**src/hdl/pbnc_pkg.sv**
```systemverilog
// Shared types, widths and codes for the palette blend and nearest colour block.
// No dependencies; imported by every other file but pbnc_ram and the defines header.
package pbnc_pkg;

    localparam int COLOR_W    = 8;
    localparam int LEVEL_W    = 6;
    localparam int IDX_W      = 8;
    localparam int CFG_DATA_W = 9;
    localparam int CFG_IDX_W  = 2;
    localparam int STRENGTH_W = 9;
    localparam int LS_W       = 16;   // level * strength, at most 255 * 256
    localparam int MIX_W      = 24;   // p*(D-LS) + s*LS, at most 255 * D
    localparam int NUM_W      = 25;   // 2*mix + D
    localparam int DIST_W     = 18;   // sum of three squared differences

    localparam int PALETTE_ENTRIES_DEF = 256;
    localparam int SHADE_LEVELS_DEF    = 64;

    localparam logic [STRENGTH_W-1:0] STRENGTH_ONE = 9'd256;

    // Item commands
    localparam logic CMD_WRITE = 1'b0;
    localparam logic CMD_QUERY = 1'b1;

    // Configuration register indexes
    localparam logic [CFG_IDX_W-1:0] CFG_STRENGTH = 2'd0;
    localparam logic [CFG_IDX_W-1:0] CFG_RED      = 2'd1;
    localparam logic [CFG_IDX_W-1:0] CFG_GREEN    = 2'd2;
    localparam logic [CFG_IDX_W-1:0] CFG_BLUE     = 2'd3;

    localparam logic [STRENGTH_W-1:0] STRENGTH_RST = 9'd102;
    localparam logic [COLOR_W-1:0]    RED_RST      = 8'd204;
    localparam logic [COLOR_W-1:0]    GREEN_RST    = 8'd230;
    localparam logic [COLOR_W-1:0]    BLUE_RST     = 8'd255;

    typedef struct packed {
        logic [COLOR_W-1:0] red;
        logic [COLOR_W-1:0] green;
        logic [COLOR_W-1:0] blue;
    } rgb_t;

    // One channel handed to the blend unit
    typedef struct packed {
        logic               vld;
        logic [COLOR_W-1:0] base;
        logic [COLOR_W-1:0] sheen;
    } mix_req_t;

    // Tag that travels with each palette read of the scan
    typedef struct packed {
        logic             vld;
        logic             first;
        logic             last;
        logic [IDX_W-1:0] index;
    } scan_tag_t;

endpackage

```
**src/hdl/pbnc_search.sv**
```systemverilog
// Nearest-colour search unit: one palette entry per cycle, squared distance, running minimum.
// Depends on pbnc_pkg.
module pbnc_search (
    input  logic                       clk,
    input  logic                       rst_n,
    input  pbnc_pkg::scan_tag_t        ent_tag,
    input  pbnc_pkg::rgb_t             ent_color,
    input  pbnc_pkg::rgb_t             target,
    output logic [pbnc_pkg::IDX_W-1:0] best_index,
    output logic                       done
);
    import pbnc_pkg::*;

    logic signed [COLOR_W:0]     dr;
    logic signed [COLOR_W:0]     dg;
    logic signed [COLOR_W:0]     db;
    logic signed [2*COLOR_W+1:0] sq_r;
    logic signed [2*COLOR_W+1:0] sq_g;
    logic signed [2*COLOR_W+1:0] sq_b;
    logic [DIST_W-1:0]           dist_next;
    logic [DIST_W-1:0]           dist_reg;
    scan_tag_t                   tag_reg;
    logic [DIST_W-1:0]           best_dist_reg;
    logic [IDX_W-1:0]            best_index_reg;
    logic                        done_reg;
    logic                        take;

    assign dr   = $signed({1'b0, ent_color.red})   - $signed({1'b0, target.red});
    assign dg   = $signed({1'b0, ent_color.green}) - $signed({1'b0, target.green});
    assign db   = $signed({1'b0, ent_color.blue})  - $signed({1'b0, target.blue});
    assign sq_r = dr * dr;
    assign sq_g = dg * dg;
    assign sq_b = db * db;
    assign dist_next = DIST_W'($unsigned(sq_r)) + DIST_W'($unsigned(sq_g))
                     + DIST_W'($unsigned(sq_b));

    // Strictly less keeps the lowest index on a tie
    assign take = tag_reg.vld && (tag_reg.first || (dist_reg < best_dist_reg));

    always_ff @(posedge clk or negedge rst_n)
    begin
        if (!rst_n)
        begin
            tag_reg  <= '0;
            done_reg <= 1'b0;
        end
        else
        begin
            tag_reg  <= ent_tag;
            done_reg <= tag_reg.vld && tag_reg.last;
        end
    end

    always_ff @(posedge clk)
    begin
        dist_reg <= dist_next;
        if (take)
        begin
            best_dist_reg  <= dist_reg;
            best_index_reg <= tag_reg.index;
        end
    end

    assign best_index = best_index_reg;
    assign done       = done_reg;

endmodule

```
**config.mk**
```make
export PLATFORM = sky130hd
export DESIGN_NAME = pbnc_search
export DESIGN_NICKNAME = d
export VERILOG_FILES = /design/src/hdl/pbnc_pkg.sv /design/src/hdl/pbnc_search.sv
export SDC_FILE = /design/constraint.sdc
export NUM_CORES = 1
export LEC_CHECK = 0
export BUFFER_PORTS_ARGS = -buffer_cell sky130_fd_sc_hd__clkbuf_2
export CORE_MARGIN = 1.5
export CORE_UTILIZATION = 50
export DETAILED_ROUTE_END_ITERATION = 8
export PLACE_DENSITY_LB_ADDON = 0.05
export SLEW_MARGIN = 10
export SYNTH_ARGS = -nofsm -noshare
export SYNTH_HDL_FRONTEND = slang
export SYNTH_SLANG_ARGS = --single-unit
export TNS_END_PERCENT = 50
```
**constraint.sdc**
```tcl
create_clock -name clk -period 2.08 [get_ports clk]
set_input_delay 0.104 -clock clk [delete_from_list [all_inputs] [get_ports clk]]
set_output_delay 0.104 -clock clk [all_outputs]
set_load 0.03 [all_outputs]
```
==> impl_metrics.yaml <==
worst_setup_path:
  worstSetupEndpointType: "register"
  critical-path-slowest-cell: "sky130_fd_sc_hd__fa_2"
  startpoint_type: "primary input"
  crit_path_max_incr_delay_ns: 0.60
  path_max_fanout: 4
  critPathMostFrequentCell: "sky130_fd_sc_hd__inv_2"
  cp.arrival_ns: 7.14
  worstPathRequired_ns: 2.31
  critPathKind: "in -> reg"
clock_tree:
  htreeDepth: 2
  clk_path_buf_depth: 2
  root_buffer: "sky130_fd_sc_hd__clkbuf_16"
  tritoncts_sinks: 56
  cts_tree: "yes"
  numCtsBuffers: 5
  cts.clk_slew.worst_paths_ns: 0.07
  insertion_delay_ns: 0.29
timing:
  max_slew.worst_pin.slew_ns: 0.4184
  fmax_mhz: 144.7
  worst_relative_slew_slack_pct: 71.91
  fin_crit_sh_pct: 332.2
  finalHoldViolCount: 0
  worst_slack_ns: -4.830
  fin_crit_ns: 6.910
  slew_viol_final: 0
  grt_setup_unrepaired: "yes"
  finalSetupViolCount: 41
  finalClockSkew_ns: 0.004572
route:
  drt_first_iter_violations: 314
  first_pass_iters: 4
  drc: 0
  routed_wl_um: 24360
  num_vias: 8176
  routed_wl_per_cell_um: 14.16
  viasPerCell: 4.753
  antenna_left: 0
logic_synthesis:
  synth_async_sr_flop_share_pct: 21.43
  postSynth.topFlopCell: "sky130_fd_sc_hd__edfxtp_1"
  yosysSeqAreaShare_pct: 12.89
  avgSynthCellArea_um2: 9.996
  synth.lib_cells_used.distinct: 57
  synth-edff-count: 26
  yosys_warnings: 0
  post_synth_inst_count: 1119
  synth_seq_cells: 56
  synth_area_mm2: 0.01119
  synthesis.nets: 1551
place:
  globalplace.congestion: 0.8501
  io_buffer_count: 69
  dp_worst_setup_slack_ns: -5.402
  dp_hpwl_um: 21380
global_route:
  antenna_violations_before_repair: 0
  first_global_vias: 8965
  grt_pass1_wl_um: 41600
  global_route_total_overflow: 0
  grt_util_all_layers_pct: 22.13
  largest_net_degree_at_the_start_of_global_routing: 20
finish:
  insertedDiodeCount: 0
  final_common_cell: "sky130_fd_sc_hd__inv_1"
  multi_input_area_mm2: 0.009193
  drive_above_1_share_pct: 32.78
  final.fill_count: 1777
  fin_util_pct: 67.68
  layout-area-overhead-vs-synth_pct: 32.46
  sequential_cell_area_mm2: 0.001441
  final_net_count: 1871
  mostFrequentLayoutCells: "sky130_fd_sc_hd__inv_1, sky130_fd_sc_hd__buf_4, sky130_fd_sc_hd__fa_1, sky130_fd_sc_hd__ha_1, sky130_fd_sc_hd__clkbuf_2"
min_path:
  hold_path_class: "in -> async"
floorplan:
  top_level_ports: 70
  chipWidth_um: 152.6
  row_count: 54
  die_height_um: 152.6
  die-area_mm2: 0.02328
  floorplan.initialDensity_pct: 51.10
  coreArea_mm2: 0.02189
status:
  status: "finished with violations"
  failing_checks: "setup timing"
flow_run:
  timing.max_cap.violations: 0
layer usage:
metal  part of all wire, %  routed length, um  GRT usage, %
met3                   1.9                460        0.5973
met1                    43              10530         28.53
met2                    53              13020         41.55
met5                     0                  0             0
met4                   1.5                355         4.625
metrics by stage:
| stage | TNS [ns] | hold WS, ns | area, um2 | instances |
|---|---|---|---|---|
| final | -64.16 | 0.2314 | 14820 | 1720 |
| after global routing | -69.88 | 0.2514 | 14820 | 1720 |
| after floorplan | -61.26 | -0.1916 | 11440 | 1119 |
| after detailed placement | -75.16 | 0.003278 | 13800 | 1682 |
| after CTS | -64.91 | 0.2209 | 14450 | 1710 |
| after global placement | -74.58 | -0.004092 | 13800 | 1682 |
layout make-up:
cell class	instances	share of cell area (%)
Multi-Input combinational cell	737	62.04
Timing Repair Buffer	326	16.65
Sequential cell	56	9.728
Inverter	313	8.208
Tap cell	280	2.364
Clock buffer	5	0.8445
Clock inverter	3	0.1604
final timing paths:
path / endpoint / start / cells past startpoint / slack, ns
min reg2reg: best_index[6] / tag_reg[6] / 0 / 0.43
max in group asynchronous: tag_reg[4] / rst_n / 2 / 1.62
max: dist_reg[14] / ent_color[8] / 31 / -4.83
min: tag_reg[7] / rst_n / 2 / 0.23
max reg2reg: best_dist_reg[13] / best_dist_reg[1] / 9 / -0.13
min in group clk: best_index[6] / tag_reg[6] / 0 / 0.43
Yosys cell counts, types with 2 or more instances:
cell | instances | area, um2
sky130_fd_sc_hd__fa_1 | 225 | 4504
sky130_fd_sc_hd__inv_2 | 8 | 30.03
sky130_fd_sc_hd__ha_1 | 146 | 1827
sky130_fd_sc_hd__nand2b_1 | 4 | 25.02
sky130_fd_sc_hd__dfxtp_1 | 18 | 360.4
sky130_fd_sc_hd__a21oi_2 | 3 | 26.28
sky130_fd_sc_hd__o21ai_0 | 11 | 55.05
sky130_fd_sc_hd__dfrtp_1 | 12 | 300.3
sky130_fd_sc_hd__clkbuf_1 | 7 | 26.28
sky130_fd_sc_hd__and2_1 | 9 | 56.30
sky130_fd_sc_hd__xor2_1 | 11 | 96.34
sky130_fd_sc_hd__edfxtp_1 | 26 | 780.8
sky130_fd_sc_hd__nand4_1 | 5 | 31.28
sky130_fd_sc_hd__buf_2 | 3 | 15.01
sky130_fd_sc_hd__a31oi_1 | 3 | 18.77
sky130_fd_sc_hd__mux2i_1 | 2 | 20.02
sky130_fd_sc_hd__nand2_1 | 63 | 236.5
sky130_fd_sc_hd__o21ai_2 | 2 | 17.52
sky130_fd_sc_hd__a21oi_1 | 22 | 110.1
sky130_fd_sc_hd__inv_1 | 302 | 1134
sky130_fd_sc_hd__a21boi_1 | 2 | 15.01
sky130_fd_sc_hd__nor3_1 | 20 | 100.1
sky130_fd_sc_hd__nor2_1 | 76 | 285.3
sky130_fd_sc_hd__clkinv_1 | 3 | 11.26
sky130_fd_sc_hd__buf_4 | 2 | 15.01
sky130_fd_sc_hd__a21o_1 | 19 | 142.6
sky130_fd_sc_hd__o21a_1 | 10 | 75.07
sky130_fd_sc_hd__a41o_1 | 2 | 20.02
sky130_fd_sc_hd__nor2b_1 | 6 | 37.54
sky130_fd_sc_hd__nand3_1 | 12 | 60.06
sky130_fd_sc_hd__a2111oi_0 | 2 | 17.52
sky130_fd_sc_hd__a31o_2 | 2 | 17.52
sky130_fd_sc_hd__a211oi_1 | 3 | 22.52
sky130_fd_sc_hd__o21ai_1 | 2 | 10.01
sky130_fd_sc_hd__or3_1 | 4 | 25.02
sky130_fd_sc_hd__o21bai_1 | 3 | 22.52
sky130_fd_sc_hd__xnor2_1 | 47 | 411.6
sky130_fd_sc_hd__or2_1 | 2 | 12.51
sky130_fd_sc_hd__nand2_2 | 2 | 12.51
worst max-delay path: cells and delay by family:
kind / cells / cell delay, ns
adders and majority gates: 11 / 4.38
AOI/OAI and AO/OA: 8 / 1.54
buffers and inverters: 8 / 0.46
and+or+nand+nor: 2 / 0.35
xor gates and xnor gates: 2 / 0.29
cell families (layout without fill, tap and decap cells):
logic type,count (synthesis),after routing,share of synthesized area [%]
multiplexers,3,3,0.3132
AND/OR/NAND/NOR,208,208,8.289
flip-flops,56,56,12.89
AO/OA/AOI/OAI,95,95,5.929
buffers and inverters,326,647,11.05
XOR/XNOR,60,60,4.933
adder cells (fa/ha/maj),371,371,56.60
timing repair:
action,CTS,global route
setup endpoints to repair,42,42
endpoints found under the hold margin,23,0
hold buffers,12,0
resized for setup,58,64
cloned,0,1
pin swaps,42,54
buffers inserted,9,10
Power is not shown: default switching activity piles up to over one toggle a cycle in this logic, so the estimate is an artifact.
