File: src/hdl/pbnc_pkg.sv
// Shared types, widths and codes for the palette blend and nearest colour block.
// No dependencies; imported by every other file but pbnc_ram and the defines header.
package pbnc_pkg;

    localparam int COLOR_W    = 8;
    localparam int LEVEL_W    = 6;
    localparam int IDX_W      = 8;
    localparam int CFG_DATA_W = 9;
    localparam int CFG_IDX_W  = 2;
    localparam int STRENGTH_W = 9;
    localparam int LS_W       = 16;   // level * strength, at most 255 * 256
    localparam int MIX_W      = 24;   // p*(D-LS) + s*LS, at most 255 * D
    localparam int NUM_W      = 25;   // 2*mix + D
    localparam int DIST_W     = 18;   // sum of three squared differences

    localparam int PALETTE_ENTRIES_DEF = 256;
    localparam int SHADE_LEVELS_DEF    = 64;

    localparam logic [STRENGTH_W-1:0] STRENGTH_ONE = 9'd256;

    // Item commands
    localparam logic CMD_WRITE = 1'b0;
    localparam logic CMD_QUERY = 1'b1;

    // Configuration register indexes
    localparam logic [CFG_IDX_W-1:0] CFG_STRENGTH = 2'd0;
    localparam logic [CFG_IDX_W-1:0] CFG_RED      = 2'd1;
    localparam logic [CFG_IDX_W-1:0] CFG_GREEN    = 2'd2;
    localparam logic [CFG_IDX_W-1:0] CFG_BLUE     = 2'd3;

    localparam logic [STRENGTH_W-1:0] STRENGTH_RST = 9'd102;
    localparam logic [COLOR_W-1:0]    RED_RST      = 8'd204;
    localparam logic [COLOR_W-1:0]    GREEN_RST    = 8'd230;
    localparam logic [COLOR_W-1:0]    BLUE_RST     = 8'd255;

    typedef struct packed {
        logic [COLOR_W-1:0] red;
        logic [COLOR_W-1:0] green;
        logic [COLOR_W-1:0] blue;
    } rgb_t;

    // One channel handed to the blend unit
    typedef struct packed {
        logic               vld;
        logic [COLOR_W-1:0] base;
        logic [COLOR_W-1:0] sheen;
    } mix_req_t;

    // Tag that travels with each palette read of the scan
    typedef struct packed {
        logic             vld;
        logic             first;
        logic             last;
        logic [IDX_W-1:0] index;
    } scan_tag_t;

endpackage

File: src/hdl/pbnc_blend.sv
// Two-stage blend unit: one colour channel in per cycle, blended channel out of the second stage.
// Depends on pbnc_pkg.
module pbnc_blend #(
    parameter int SHADE_LEVELS = pbnc_pkg::SHADE_LEVELS_DEF
) (
    input  logic                         clk,
    input  logic                         rst_n,
    input  pbnc_pkg::mix_req_t           req,
    input  logic [pbnc_pkg::LS_W-1:0]    ls,
    output logic                         res_vld,
    output logic [pbnc_pkg::COLOR_W-1:0] res
);
    import pbnc_pkg::*;

    // Divide by 2*D through a reciprocal: SH is chosen so that the
    // truncation error stays below one step for every numerator.
    localparam longint unsigned DIV   = longint'(SHADE_LEVELS - 1) * 256;
    localparam int              SH    = $clog2(64'd1024 * DIV * DIV);
    localparam longint unsigned RECIP = ((64'd1 << SH) + 2 * DIV - 1) / (2 * DIV);
    localparam int              RW    = $clog2(RECIP + 1);
    localparam int              PROD_W = NUM_W + RW;

    logic [LS_W-1:0]    d_minus_ls;
    logic [MIX_W-1:0]   mix_next;
    logic [MIX_W-1:0]   mix_reg;
    logic               s1_vld_reg;
    logic [NUM_W-1:0]   num;
    logic [PROD_W-1:0]  prod;
    logic [PROD_W-1:0]  shifted;
    logic               res_vld_reg;
    logic [COLOR_W-1:0] res_reg;

    assign d_minus_ls = LS_W'(DIV) - ls;
    assign mix_next   = MIX_W'(req.base * d_minus_ls) + MIX_W'(req.sheen * ls);

    assign num     = {mix_reg, 1'b0} + NUM_W'(DIV);
    assign prod    = PROD_W'(num) * PROD_W'(RECIP);
    assign shifted = prod >> SH;

    always_ff @(posedge clk or negedge rst_n)
    begin
        if (!rst_n)
        begin
            s1_vld_reg  <= 1'b0;
            res_vld_reg <= 1'b0;
        end
        else
        begin
            s1_vld_reg  <= req.vld;
            res_vld_reg <= s1_vld_reg;
        end
    end

    always_ff @(posedge clk)
    begin
        mix_reg <= mix_next;
        res_reg <= shifted[COLOR_W-1:0];
    end

    assign res_vld = res_vld_reg;
    assign res     = res_reg;

endmodule

File: config.mk
export PLATFORM = sky130hd
export DESIGN_NAME = pbnc_blend
export DESIGN_NICKNAME = d
export VERILOG_FILES = /design/src/hdl/pbnc_pkg.sv /design/src/hdl/pbnc_blend.sv
export SDC_FILE = /design/constraint.sdc
export NUM_CORES = 1
export LEC_CHECK = 0
export BUFFER_PORTS_ARGS = -buffer_cell sky130_fd_sc_hd__buf_2
export CORE_MARGIN = 1.5
export CORE_UTILIZATION = 40
export DETAILED_ROUTE_END_ITERATION = 12
export PLACE_DENSITY = 0.55
export SLEW_MARGIN = 0
export SYNTH_ARGS = -nofsm -noshare
export SYNTH_HDL_FRONTEND = slang
export SYNTH_SLANG_ARGS = --single-unit
export TNS_END_PERCENT = 10
File: constraint.sdc
create_clock -name clk -period 5.16 [get_ports clk]
set_input_delay 0.516 -clock clk [delete_from_list [all_inputs] [get_ports clk]]
set_output_delay 0.516 -clock clk [all_outputs]
set_load 0.05 [all_outputs]
==> results of run 1 <==
==> area by class of cell <==
type,count,area [um^2]
Fill cell,3165,16400
Tap cell,442,553
Sequential cell,34,691
Clock inverter,3,45.0
Multi-Input combinational cell,1071,11900
Clock buffer,5,125
Timing Repair Buffer,249,1840
Inverter,337,1270
==> synthesized netlist by cell type (6+ instances only) <==
master	instances	area (um^2)
a21o_1	9	67.6
xor2_1	25	219
nor2_1	30	113
a21oi_1	44	220
ha_1	233	2920
nand3_1	14	70.1
inv_1	337	1260
o21ai_0	25	125
nand2_1	158	593
clkbuf_1	29	109
fa_1	243	4860
nand4_1	10	62.6
xnor2_1	30	263
dfxtp_1	32	641
and3_1	6	37.5
and2_1	141	882
nor3_1	8	40.0
==> through the flow <==
step	setup slack (ps)	setup TNS, ps	cells	instance area (um^2)
finish	-1100	-13400	2141	16400
global route	-1340	-17810	2141	16400
CTS	-1140	-14400	2132	16100
detailed placement	-1660	-24100	2111	15600
global placement	-1540	-22750	2111	15600
floorplan	-1240	-15270	1475	13600
==> per-layer routing <==
metal / vias to the layer above / GRT usage
met1: 4998 / 0.247
met4: 0 / 0.0377
met5: - / 0
met3: 25 / 0.0157
met2: 127 / 0.366
li1: 5018 / -
==> final timing paths <==
kind                                     to  cells after the start
worst max-delay path            mix_reg[20]                     25
worst min-delay path             s1_vld_reg                      1
worst max register to register       res[5]                     19
worst min register to register      res_vld                      0
max in group asynchronous           res_vld                      2
min in group asynchronous        s1_vld_reg                      2
==> what timing repair did <==
| action | CTS | global route |
|---|---|---|
| cloned | 0 | 0 |
| setup endpoints to repair | 25 | 26 |
| hold buffers | 1 | 0 |
| gates resized for setup | 61 | 53 |
| hold endpoints to repair | 2 | 0 |
| setup buffers | 12 | 9 |
| pin swaps | 54 | 59 |
==> layout by cell type (no fill, tap or decap), types with 15 or more instances in the layout <==
cell,netlist,routed
xnor2_1,30,24
xor2_1,25,20
nand2_1,158,147
a21oi_1,44,30
ha_1,233,218
dfxtp_1,32,32
nor2_1,30,28
buf_4,0,198
o21ai_0,25,19
inv_2,0,16
inv_1,337,319
and2_1,141,132
fa_1,243,236
buf_2,3,41
ha_4,0,15
==> kinds of logic (layout without fill, tap and decap cells) <==
group                      Yosys count  in the layout  share of synthesized area
adders and majority gates          476            476                      0.580
and+or+nand+nor                    409            409                      0.160
buffers and inverters              370            594                      0.104
AOI/OAI and AO/OA                  126            126                     0.0602
xor gates and xnor gates            59             59                     0.0425
DFF                                 34             34                     0.0515
muxes                                1              1                   0.000747
==> impl_metrics.tcl, run 1 <==
set metrics [dict create \
    finalCritPeriodShare 1.21 \
    routed_via_density 4.75 \
    r2r-start "mix_reg[10]" \
    seq_area_frac_synth 0.0515 \
    grt_overflow 0 \
    nNetsFinal 2209 \
    route.met2.wl_um 16000 \
    finClkSkew_ps 7.02 \
    synth_edf_count 0 \
    yosys_register_bits 34 \
    grt_pass1_vias 11100 \
    path_max_fanout 4 \
    n_antenna_cell 0 \
    top_layer "met4" \
    timing.final.ws_setup_ps -1100 \
    antenna_found_initial 0 \
    holdCritStartpoint "req[16]" \
    rows 66 \
    syn_area_um2 13400 \
    hold_viol 0 \
    io_pins 44 \
    wl_met3_um 738 \
    core-area_um2 32800 \
    relSlewSlack 0.607 \
    gp_congestion 0.867 \
    htreeDepth 2 \
    clock_latency_ps 290 \
    syn2layout_area_growth_pct 22.6 \
    synth_fp_nets 1986 \
    largest_reg_flops 24 \
    crit_buf_inv 6 \
    synth_warnings 0 \
    final_util 0.501 \
    cp-end-kind "register" \
    grt_usage 0.196 \
    rsz0062_at_grt "yes" \
    grt_max_degree 17 \
    max_freq_mhz 160 \
    vias 10200 \
    worst-endpoint-arrival_ps 6430 \
    crit_type "input port to register" \
    die_h_um 186 \
    initial_core_util 0.409 \
    wirelength_met1_um 14200 \
    numClockSinks 34 \
    outcome "complete, but fails checks" \
    path_common_cell "fa_1" \
    dr.pass1.iters 4 \
    slowest_delay_ps 540 \
    violations "negative setup slack" \
    port_buffers 43 \
    clk_pin_slew_ps 50 \
    synthCells 1475 \
    synth-main-ff-cell "dfxtp_1" \
    dieArea_um2 34600 \
    async_flop_share 0.0588 \
    die_w_um 186 \
    hold_slack_ps 331 \
    totalWireLength_um 31500 \
    drv_cap 0 \
    clk_path_buf_depth 2 \
    post-dp-hpwl_um 28400 \
    slowest_stage "fa_2" \
    r2r_setup_slack_ps 80 \
    numCtsBuffers 5 \
    wire_per_inst_um 14.7 \
    worst_hold_path_type "input port to register" \
    root_buffer "clkbuf_16" \
    drive_above_1_share 0.225 \
    worstMarginPinSlew_ps 585 \
    tritoncts "built" \
    fin_crit_ps 6260 \
    drt_iter0_markers 348 \
    crit_start "ls[0]" \
    startpoint_type "input port" \
    ant_nets 0 \
    setup_viol_count_final 17 \
    drc 0 \
    synth.distinct_cells 75 \
    grt_pass1_wl_um 54000 \
    drv_slew 0 \
    syn_avg_cell_area_um2 9.09 \
    cp_data_required_time_ps 5330 \
    cpLargestDelayFamily "adder cells" \
]
Power of run 1 is not shown: default switching activity piles up to over one toggle a cycle in this logic, so the estimate is an artifact.
==> run 2, diff against run 1 <==
--- a/config.mk
+++ b/config.mk
@@ -10,6 +10,7 @@
 export CORE_UTILIZATION = 40
 export DETAILED_ROUTE_END_ITERATION = 12
 export PLACE_DENSITY = 0.55
+export REMOVE_ABC_BUFFERS = 1
 export SLEW_MARGIN = 0
 export SYNTH_ARGS = -nofsm -noshare
 export SYNTH_HDL_FRONTEND = slang
==> run 2 against run 1 <==
- the flow still finishes with violations (negative setup slack)
- non-clock buffer count fell by 12
- utilization fell by 0.33 points
- flip-flop and latch count did not move
- global-route usage fell by 0.65 points
- cell count fell by 0.56%
- register-to-register slack got worse by 50 ps
- first-iteration DRC count rose by 7.8%
- worst hold slack got worse by 330 ps
- sequential share of layout area barely moved
- routed wire length fell by 0.22%
- largest cell class unchanged
==> impl_metrics.tcl, run 2 (synthesis gave the netlist of run 1 again) <==
set metrics [dict create \
    numClockSinks 34 \
    crit_type "input port to register" \
    outcome "complete, but fails checks" \
    vias 10400 \
    fin_cells 2129 \
    dr.pass1.iters 4 \
    relSlewSlack 0.701 \
    tritoncts "built" \
    die_w_um 186 \
    initial_core_util 0.409 \
    worst_hold_path_type "input port to async pin" \
    placed_cells 2110 \
    root_buffer "clkbuf_16" \
    dpl-instance-area_um2 15400 \
    finClkSkew_ps 7.56 \
    hold_viol 0 \
    io_pins 44 \
    top_layer "met4" \
    grt_overflow 0 \
    post-dp-hpwl_um 28100 \
    gp_congestion 0.895 \
    routed_via_density 4.86 \
    path_max_fanout 6 \
    htreeDepth 2 \
    drv_slew 0 \
    numCtsBuffers 5 \
    dieArea_um2 34600 \
    max_freq_mhz 157 \
    rows 66 \
    path_common_cell "fa_1" \
    grt_max_degree 17 \
    cpLargestDelayFamily "adder cells" \
    final_common_cell "inv_1" \
    die_h_um 186 \
    slowest_stage "fa_1" \
    clk_pin_slew_ps 60 \
    timing.final.ws_setup_ps -1210 \
    rsz0062_at_grt "yes" \
    violations "negative setup slack" \
    drt_iter0_markers 375 \
    hold_slack_ps 6.10 \
    grt_usage 0.190 \
    clk_path_buf_depth 2 \
    clock_latency_ps 280 \
    hold_buffers 0 \
    syn2layout_area_growth_pct 21.7 \
    totalWireLength_um 31400 \
    slowest_delay_ps 510 \
    worst-endpoint-arrival_ps 6570 \
    n_antenna_cell 0 \
    wl_met3_um 875 \
    fin_crit_ps 6370 \
    finalCritPeriodShare 1.23 \
    wire_per_inst_um 14.7 \
    worstMarginPinSlew_ps 445 \
    fin_area_um2 16300 \
    cp-end-kind "register" \
    nNetsFinal 2197 \
    wirelength_met1_um 15200 \
    drv_cap 0 \
    antenna_found_initial 0 \
    route.met2.wl_um 15100 \
    crit_buf_inv 9 \
    drive_above_1_share 0.215 \
    ant_nets 0 \
    setup_viol_count_final 17 \
    port_buffers 43 \
    cp_data_required_time_ps 5360 \
    drc 0 \
    grt_pass1_vias 10400 \
    startpoint_type "input port" \
    largest_reg_flops 24 \
    core-area_um2 32800 \
    grt_pass1_wl_um 51800 \
    final_cell_mix "inv_1, fa_1, ha_1" \
]
## run 2: cell type report
type / count / area (um^2)
Clock buffer: 7 / 143
Clock inverter: 1 / 5.00
Fill cell: 3182 / 16500
Inverter: 337 / 1270
Multi-Input combinational cell: 1071 / 12000
Sequential cell: 34 / 692
Tap cell: 442 / 553
Timing Repair Buffer: 237 / 1700
## run 2: repair_timing
action,in CTS,in global routing
setup buffers,9,3
pin swaps,64,37
gates resized for setup,80,51
setup endpoints to repair,25,26
## run 2: worst paths after layout
check	startpoint	slack [ps]	endpoint	cells past startpoint
setup / recovery	ls[1]	-1210	mix_reg[21]	29
hold / removal	rst_n	6	s1_vld_reg	1
setup reg to reg	mix_reg[10]	30	res[1]	20
hold reg to reg	s1_vld_reg	360	res_vld	0
max in group asynchronous	rst_n	5060	res_vld	1
min in group clk	req[16]	340	s1_vld_reg	1
## run 2: layer usage
layer | global-route usage | up-vias
met2 | 0.312 | 135
met4 | 0.0219 | 0
met1 | 0.280 | 5210
met5 | 0 | -
met3 | 0.0137 | 10
li1 | - | 4996
## run 2: stage by stage
stage,TNS [ps],utilization,setup WS [ps]
2_1_floorplan,-15060,-,-1350
3_3_place_gp,-25010,0.470,-1670
3_5_place_dp,-26530,0.470,-1850
4_1_cts,-16130,0.489,-1290
5_1_grt,-18890,0.498,-1390
6_report,-14460,0.498,-1210
Power of run 2 is left out for the same reason.
